$ cat config.mk
export PLATFORM = sky130hd
export DESIGN_NAME = random_bisection_pairing_unit
export DESIGN_NICKNAME = d
export VERILOG_FILES = /design/src/rtl/rbp_pkg.sv /design/src/rtl/random_bisection_pairing_unit.sv
export SDC_FILE = /design/constraint.sdc
export NUM_CORES = 1
export LEC_CHECK = 0
export BUFFER_PORTS_ARGS = -buffer_cell sky130_fd_sc_hd__buf_2
export CAP_MARGIN = 20
export CORE_AREA = 2 2 267 269
export DETAILED_ROUTE_END_ITERATION = 10
export DIE_AREA = 0 0 269 271
export PLACE_DENSITY_LB_ADDON = 0.1
export SYNTH_ARGS = -nofsm -noshare
export SYNTH_HDL_FRONTEND = slang
export SYNTH_SLANG_ARGS = --single-unit
$ cat constraint.sdc
create_clock -name clk -period 15.4 [get_ports clk]
set_input_delay 3.08 -clock clk [delete_from_list [all_inputs] [get_ports clk]]
set_output_delay 3.08 -clock clk [all_outputs]
set_load 0.01 [all_outputs]
$ cat src/rtl/rbp_pkg.sv
// Package for the random bisection pairing unit.
// Holds the sizes, register indexes and result codes shared by the RTL files.
// Depends on nothing.
package rbp_pkg;

    // Largest number of ranks that can be paired (2 to 32).
    localparam int MAX_RANKS  = 32;
    // Width of an internal rank, position or table entry.
    localparam int RANK_W     = $clog2(MAX_RANKS);
    // Width of a count that can hold MAX_RANKS itself.
    localparam int CNT_W      = RANK_W + 1;

    // Fixed field widths of the channels.
    localparam int DRAW_W     = 5;
    localparam int RANK_OUT_W = 5;
    localparam int CMP_W      = 6;

    // Configuration port.
    localparam int CFG_IDX_W  = 2;
    localparam int CFG_DATA_W = 6;
    localparam logic [CFG_IDX_W-1:0] REG_RANK_COUNT     = 2'd0;
    localparam logic [CFG_IDX_W-1:0] REG_SYMMETRIC_MODE = 2'd1;
    localparam logic [CFG_DATA_W-1:0] RANK_COUNT_RESET  = 6'd32;

    // Result codes.
    localparam logic OP_SEND         = 1'b0;
    localparam logic OP_RECV         = 1'b1;
    localparam logic STATUS_OK       = 1'b0;
    localparam logic STATUS_BAD_DRAW = 1'b1;

endpackage

$ cat src/rtl/random_bisection_pairing_unit.sv
// Top level of the random bisection pairing unit.
// Holds the draw sequencer, the used marks, the permutation tables and the result register.
// Depends on rbp_pkg.

// The unit builds a random permutation of n ranks, where n is rank_count saturated to
// MAX_RANKS and rounded down to even, and pairs the ranks into a bisection. Each accepted
// draw item k selects the k-th still-unused position. A single scan counter walks the used
// marks one position per cycle, up to and including the chosen one, and in_stall is high
// meanwhile. A draw that is not below the remaining count leaves the state alone and
// produces one result item with status set. The draw that completes the permutation then
// emits one result per rank in ascending order (two per rank in symmetric mode), one result
// item per cycle as long as out_stall stays low, with last_of_run on the final one; the used
// marks and the draw count are cleared in the same cycle that the last draw is recorded, so
// no clearing pass follows. Results leave through a single output register, so the unit can
// accept a new draw while an error result still waits. Writing rank_count restarts the
// pairing in progress; writing symmetric_mode takes effect at the next completion.
// Configuration must be written only while the unit is idle and no result item is still
// owed.
module random_bisection_pairing_unit
(
    input  logic                          clk,
    input  logic                          rst_n,
    input  logic                          cfg_write_en,
    input  logic [rbp_pkg::CFG_IDX_W-1:0]  cfg_index,
    input  logic [rbp_pkg::CFG_DATA_W-1:0] cfg_data,
    input  logic                          in_valid,
    output logic                          in_stall,
    input  logic [rbp_pkg::DRAW_W-1:0]     draw,
    output logic                          out_valid,
    input  logic                          out_stall,
    output logic [rbp_pkg::RANK_OUT_W-1:0] rank,
    output logic                          op_kind,
    output logic [rbp_pkg::RANK_OUT_W-1:0] partner,
    output logic                          status,
    output logic                          last_of_run
);
    import rbp_pkg::*;

    typedef enum logic [1:0] {
        ST_IDLE,
        ST_SCAN,
        ST_ERR,
        ST_EMIT
    } state_t;

    state_t                  state_reg;
    logic [CFG_DATA_W-1:0]   rank_count_reg;
    logic                    symmetric_mode_reg;
    logic [MAX_RANKS-1:0]    used_reg;
    logic [CNT_W-1:0]        draw_count_reg;
    logic [RANK_W-1:0]       pos_reg;
    logic [RANK_W-1:0]       k_reg;
    logic [RANK_W-1:0]       r_reg;
    logic                    phase_reg;

    // Permutation and its inverse; entries are meaningful only once written.
    logic [RANK_W-1:0]       perm_table [MAX_RANKS];
    logic [RANK_W-1:0]       inverse_table [MAX_RANKS];

    logic                    out_valid_reg;
    logic [RANK_OUT_W-1:0]   rank_reg;
    logic                    op_kind_reg;
    logic [RANK_OUT_W-1:0]   partner_reg;
    logic                    status_reg;
    logic                    last_reg;

    logic [CNT_W-1:0]        active_n;
    logic [RANK_W-1:0]       half_span;
    logic [CNT_W-1:0]        remaining;
    logic                    draw_in_range;
    logic                    pos_avail;
    logic                    scan_hit;
    logic [CNT_W-1:0]        draw_count_next;
    logic                    pairing_done;
    logic [RANK_W-1:0]       inv_entry;
    logic                    is_sender;
    logic [RANK_W-1:0]       partner_idx;
    logic [RANK_W-1:0]       partner_rank;
    logic                    first_op;
    logic                    rank_is_last;
    logic                    out_free;
    logic                    load_out;

    always_comb
    begin
        // Saturate to MAX_RANKS, then round down to even.
        if (rank_count_reg > CFG_DATA_W'(MAX_RANKS))
        begin
            active_n = CNT_W'(MAX_RANKS) & ~CNT_W'(1);
        end
        else
        begin
            active_n = CNT_W'(rank_count_reg) & ~CNT_W'(1);
        end
        half_span = RANK_W'(active_n >> 1);

        remaining     = (draw_count_reg < active_n) ? active_n - draw_count_reg : '0;
        draw_in_range = CMP_W'(draw) < CMP_W'(remaining);

        pos_avail       = (CNT_W'(pos_reg) < active_n) && !used_reg[pos_reg];
        scan_hit        = (state_reg == ST_SCAN) && pos_avail && (k_reg == '0);
        draw_count_next = draw_count_reg + CNT_W'(1);
        pairing_done    = draw_count_next == active_n;

        // Partner lookup for the rank being emitted.
        inv_entry    = inverse_table[r_reg];
        is_sender    = inv_entry < half_span;
        partner_idx  = is_sender ? inv_entry + half_span : inv_entry - half_span;
        partner_rank = perm_table[partner_idx];
        first_op     = is_sender ? OP_SEND : OP_RECV;
        rank_is_last = (CNT_W'(r_reg) + CNT_W'(1)) == active_n;

        out_free = !out_valid_reg || !out_stall;
        // A new result item enters the output register this cycle.
        load_out = out_free && ((state_reg == ST_ERR) || (state_reg == ST_EMIT));
    end

    assign in_stall    = state_reg != ST_IDLE;
    assign out_valid   = out_valid_reg;
    assign rank        = rank_reg;
    assign op_kind     = op_kind_reg;
    assign partner     = partner_reg;
    assign status      = status_reg;
    assign last_of_run = last_reg;

    // Table writes happen on the cycle the scan finds the chosen position.
    always_ff @(posedge clk)
    begin
        if (scan_hit)
        begin
            perm_table[draw_count_reg[RANK_W-1:0]] <= pos_reg;
            inverse_table[pos_reg]                 <= draw_count_reg[RANK_W-1:0];
        end
    end

    always_ff @(posedge clk or negedge rst_n)
    begin
        if (!rst_n)
        begin
            state_reg          <= ST_IDLE;
            rank_count_reg     <= RANK_COUNT_RESET;
            symmetric_mode_reg <= 1'b0;
            used_reg           <= '0;
            draw_count_reg     <= '0;
            pos_reg            <= '0;
            k_reg              <= '0;
            r_reg              <= '0;
            phase_reg          <= 1'b0;
            out_valid_reg      <= 1'b0;
            rank_reg           <= '0;
            op_kind_reg        <= OP_SEND;
            partner_reg        <= '0;
            status_reg         <= STATUS_OK;
            last_reg           <= 1'b0;
        end
        else
        begin
            if (out_valid_reg && !out_stall && !load_out)
            begin
                out_valid_reg <= 1'b0;
            end

            case (state_reg)
                ST_IDLE:
                begin
                    if (in_valid)
                    begin
                        if (draw_in_range)
                        begin
                            k_reg     <= RANK_W'(draw);
                            pos_reg   <= '0;
                            state_reg <= ST_SCAN;
                        end
                        else
                        begin
                            state_reg <= ST_ERR;
                        end
                    end
                end

                ST_ERR:
                begin
                    if (out_free)
                    begin
                        out_valid_reg <= 1'b1;
                        rank_reg      <= '0;
                        op_kind_reg   <= OP_SEND;
                        partner_reg   <= '0;
                        status_reg    <= STATUS_BAD_DRAW;
                        last_reg      <= 1'b1;
                        state_reg     <= ST_IDLE;
                    end
                end

                ST_SCAN:
                begin
                    pos_reg <= pos_reg + RANK_W'(1);
                    if (pos_avail)
                    begin
                        if (k_reg == '0)
                        begin
                            if (pairing_done)
                            begin
                                // Permutation complete: clear for the next pairing now.
                                used_reg       <= '0;
                                draw_count_reg <= '0;
                                r_reg          <= '0;
                                phase_reg      <= 1'b0;
                                state_reg      <= ST_EMIT;
                            end
                            else
                            begin
                                used_reg[pos_reg] <= 1'b1;
                                draw_count_reg    <= draw_count_next;
                                state_reg         <= ST_IDLE;
                            end
                        end
                        else
                        begin
                            k_reg <= k_reg - RANK_W'(1);
                        end
                    end
                end

                ST_EMIT:
                begin
                    if (out_free)
                    begin
                        out_valid_reg <= 1'b1;
                        rank_reg      <= RANK_OUT_W'(r_reg);
                        op_kind_reg   <= phase_reg ? ~first_op : first_op;
                        partner_reg   <= RANK_OUT_W'(partner_rank);
                        status_reg    <= STATUS_OK;
                        last_reg      <= rank_is_last && (phase_reg || !symmetric_mode_reg);
                        if (symmetric_mode_reg && !phase_reg)
                        begin
                            phase_reg <= 1'b1;
                        end
                        else
                        begin
                            phase_reg <= 1'b0;
                            r_reg     <= r_reg + RANK_W'(1);
                            if (rank_is_last)
                            begin
                                state_reg <= ST_IDLE;
                            end
                        end
                    end
                end

                default:
                begin
                    state_reg <= ST_IDLE;
                end
            endcase

            // Users write configuration only in idle (unchecked); count writes restart pairing.
            if (cfg_write_en)
            begin
                if (cfg_index == REG_RANK_COUNT)
                begin
                    rank_count_reg <= cfg_data;
                    used_reg       <= '0;
                    draw_count_reg <= '0;
                end
                else if (cfg_index == REG_SYMMETRIC_MODE)
                begin
                    symmetric_mode_reg <= cfg_data[0];
                end
            end
        end
    end

endmodule

==> results.md <==
- The ratio of final minimum period to clock period is 0.387.
- The worst endpoint data arrival time is ~6.4 ns.
- The via count of the first global-routing pass was ~10,000.
- The wire length on met2 is roughly 22,000 um.
- After clock tree synthesis, the clock-pin slew on the worst setup and hold paths is 0.06 ns.
- The initial utilization of the core area, before any placement, comes to 0.249.
- The post-synthesis instance area is 17,400 um^2.
- Across the VDD grid, the largest voltage drop is between 0.0001 and 0.00015 V.
- In this run the cell area measured after placement is roughly 19,000 um^2.
- In the post-synthesis netlist, the cell with the most instances is edfxtp_1.
- Of the cells placed in the final design, the portion with a size suffix greater than 1 is 0.213.
- After synthesis the netlist holds a flip-flop and latch count of a little under 400.
- The residual DRC count is 0.
- The max-slew headroom at the worst pin is 0.311.
- The first global-routing pass estimated approximately 72,000 um of wire.
- The number of nets in the layout is roughly 1,200.
- The pin count of the biggest net entering global routing is 55.
- The tree built by TritonCTS fans out to about 400 sinks.
- The root buffer cell is clkbuf_16.
- The worst register-to-register path has a depth of 14.
- The length of routed met3 wiring is approximately 1800 um.
- The smallest clock period supported by the final layout is computed as between 5 and 6 ns.
- The setup skew after layout is ~0.033 ns.
- The share of the synthesized area in the top cell type is 0.552.
- The number of setup buffers added after CTS is 0.
- Setup repair after global routing left no endpoint under its margin.
- The endpoint kind of the worst setup timing path is a flip-flop.
- The CTS tree is yes.
- The number of nets in the synthesized netlist is ~1,100.
- Dividing the detail-routed wire length by the instance count gives ~23 um.
- The classification of the worst-slack hold path is flip-flop to flip-flop.
- The largest fanout on the critical path is 44.
- The warning count from the yosys run is 0.
- The total of cells resized after clock tree synthesis is 0.
- The core region is 69,800 um^2.
- Detailed routing inserted a total of between 9,000 and 10,000 vias.
- The number of instances in the synthesized netlist is 1,084.
- The total congestion overflow is 0.
- Setup violations remaining at the end of the flow were counted as 0.
- Of all flip-flops after synthesis, the portion carrying an async set or reset was 0.192.
- Summed over all instances, the cell type with the most area after synthesis is edfxtp_1.
- The die span in y is around 270 um.
- The register area is around 12,000 um^2.
- Yosys mapped a number of flops with a built-in enable equal to 320.
- The count of hold-fix buffers inserted at cts is 0.
- The H-tree depth is 2.
- The number of violations reported at the end of detailed-routing iteration 0 is 673.
- The area added between synthesis and finish is 16.7%.
- The worst hold path was traced through 2 stages.
- In the post-synthesis netlist, the biggest area contributors are edfxtp_1, mux4_2, dfrtp_1.
- Timing would allow up to between 0.15 and 0.2 GHz.
- The number of distinct library cell variants in the gate-level netlist after synthesis is between 70 and 80.
- The area of the multi-input gates is between 5000 and 6000 um^2.
- The die covers approximately 73,000 um^2.
- The maximum number of buffers from clock root to sink is 3.
- The highest metal layer carrying signal wires in the routed design is met4.
- The power per cell area is about 190 nW/um^2.
- The worst-skew pair later-pin latency is just under 0.6 ns.
- The total negative setup slack is 0 ns.
- The length of the first detailed-routing pass in iterations is 5.
- Counting tap cells, the placed design contains a total of 2,026 instances.
- The number of hold violations in the final report is 0.
- The synthesized area divided by synthesized cell count is around 16 um^2.
- The aggregate global-route resource usage is 0.135.
- The flow ran to the end, and the final reports show no timing, DRC or antenna violations.
- Across the run, the number of max-cap violations was 0.
- The sequential element share of the synthesized area is 0.662.
- For this design the top-level I/O count stands at 33.
- The startpoint class of the critical path is a flip-flop.
- Counting the buffers created by CTS gives 47.
- The max-slew violation total from the final report is 0.
- The die is approximately 270 um wide.
- The count of buffers added on input and output ports is 32.
- The predominant post-synthesis flop cell is edfxtp_1.
- The routability congestion estimate is approximately 0.75.
- In this run the core area contains between 90 and 100 standard-cell rows.
- 0 antenna diodes ended up in the layout.
- In this run the static leakage power is about 6.9 nW.
- STA puts the critical path data required time at around 16 ns.
- The count of cells in the finished layout, fillers not included, comes to between 2,000 and 2,500.
- After filler insertion, the fill cell instance count of the layout stands at between 6,000 and 7,000.
- The initial antenna violation count is 1.
- In the final routing, the length of wire on met1 measures 23,400 um.
- With fillers left out, the area of the finished cells amounts to 20,300 um^2.
- The detailed-placement wirelength estimate is a little over 30,000 um.
- After detailed routing, the total wire length is 48,200 um.
- The count of nets left with antenna violations once routing finished came out at 0.
- The total power of the final layout is ~3.9 mW.
- The transition time at the pin with the least slew margin is slightly above 1 ns.
- After detailed routing, the number of vias per cell comes to 4.58.
- In the synthesized netlist, the cells that appear most often are edfxtp_1, nor2_1, mux4_2.
- The critical path is of the flip-flop to flip-flop type.
## critical path: stages, from the launching register on
cell	delay, ns
dfrtp_2	0.62
buf_4	0.64
mux4_2	0.58
mux4_2	0.51
mux2i_1	0.22
inv_1	0.07
ha_1	0.23
fa_1	0.50
nor3b_1	0.19
a211oi_4	0.25
buf_4	0.62
mux4_2	0.42
nor4b_1	0.16
a311o_1	0.34
or4_1	0.46
## where the power goes
group | switching [mW] | total [mW] | internal (mW)
Combinational | 0.782 | 1.38 | 0.596
Clock | 0.462 | 1.17 | 0.704
Sequential | 0.0858 | 1.31 | 1.23
Total | 1.33 | 3.86 | 2.53
## cells in the final DEF, fill, tap and decap left out, drive strengths merged, types with 4 or more instances in the layout
cell       n
nand2b    13
inv       24
mux2i     20
dfrtp     75
and3       5
nor2b     11
a211oi     6
fa         4
clkbuf    64
mux4      96
nor3      14
o211ai     8
a22o       7
o21a       4
nor2     127
a31oi     27
edfxtp   320
buf       54
mux2      13
nand3     18
nor3b      8
bufinv     7
nand2     47
xnor2     14
ha        33
a21oi     34
a2111oi    4
and2       6
nand3b     4
clkinv    14
o21ai     20
a21o       8
## cells by family after synthesis
family                   Yosys count  share of synthesized area
buffers and inverters             75                     0.0183
flip-flops                       396                      0.662
XOR/XNOR                          18                    0.00986
AO/OA/AOI/OAI                    151                     0.0601
multiplexers                     129                      0.144
adder cells (fa/ha/maj)           37                     0.0283
AND/OR/NAND/NOR                  278                     0.0773
## final timing paths
check | startpoint | to | slack [ns]
worst max-delay path | r_reg[0] | partner[0] | 9.44
worst min-delay path | used_reg[18] | used_reg[18] | 0.49
worst max register to register | r_reg[0] | partner[0] | 9.44
worst min register to register | used_reg[18] | used_reg[18] | 0.49
max in group asynchronous | rst_n | used_reg[9] | 11.80
min in group asynchronous | rst_n | pos_reg[4] | 2.46
## final cells by class
| cell class | instances | area share |
|---|---|---|
| clock buffer | 64 | 0.0632 |
| clock inverter | 24 | 0.0163 |
| inverter | 23 | 0.00425 |
| multi-input combinational | 613 | 0.275 |
| sequential | 396 | 0.567 |
| tap | 940 | 0.0579 |
| timing repair buffer | 54 | 0.0161 |
## through the flow
step / util / hold slack, ns / setup slack (ns)
2_1_floorplan: - / 0.457 / 10.12
3_3_place_gp: 0.268 / 0.474 / 9.28
3_5_place_dp: 0.268 / 0.483 / 9.27
4_1_cts: 0.291 / 0.495 / 9.27
5_1_grt: 0.291 / 0.497 / 8.95
6_report: 0.291 / 0.491 / 9.44
## per-layer routing
layer / GRT usage / up-vias
met4: 0.0371 / 0
met3: 0.0219 / 73
li1: - / 4356
met2: 0.206 / 192
met1: 0.197 / 5055
met5: 0 / -
Power figures use the tool's default switching activity.
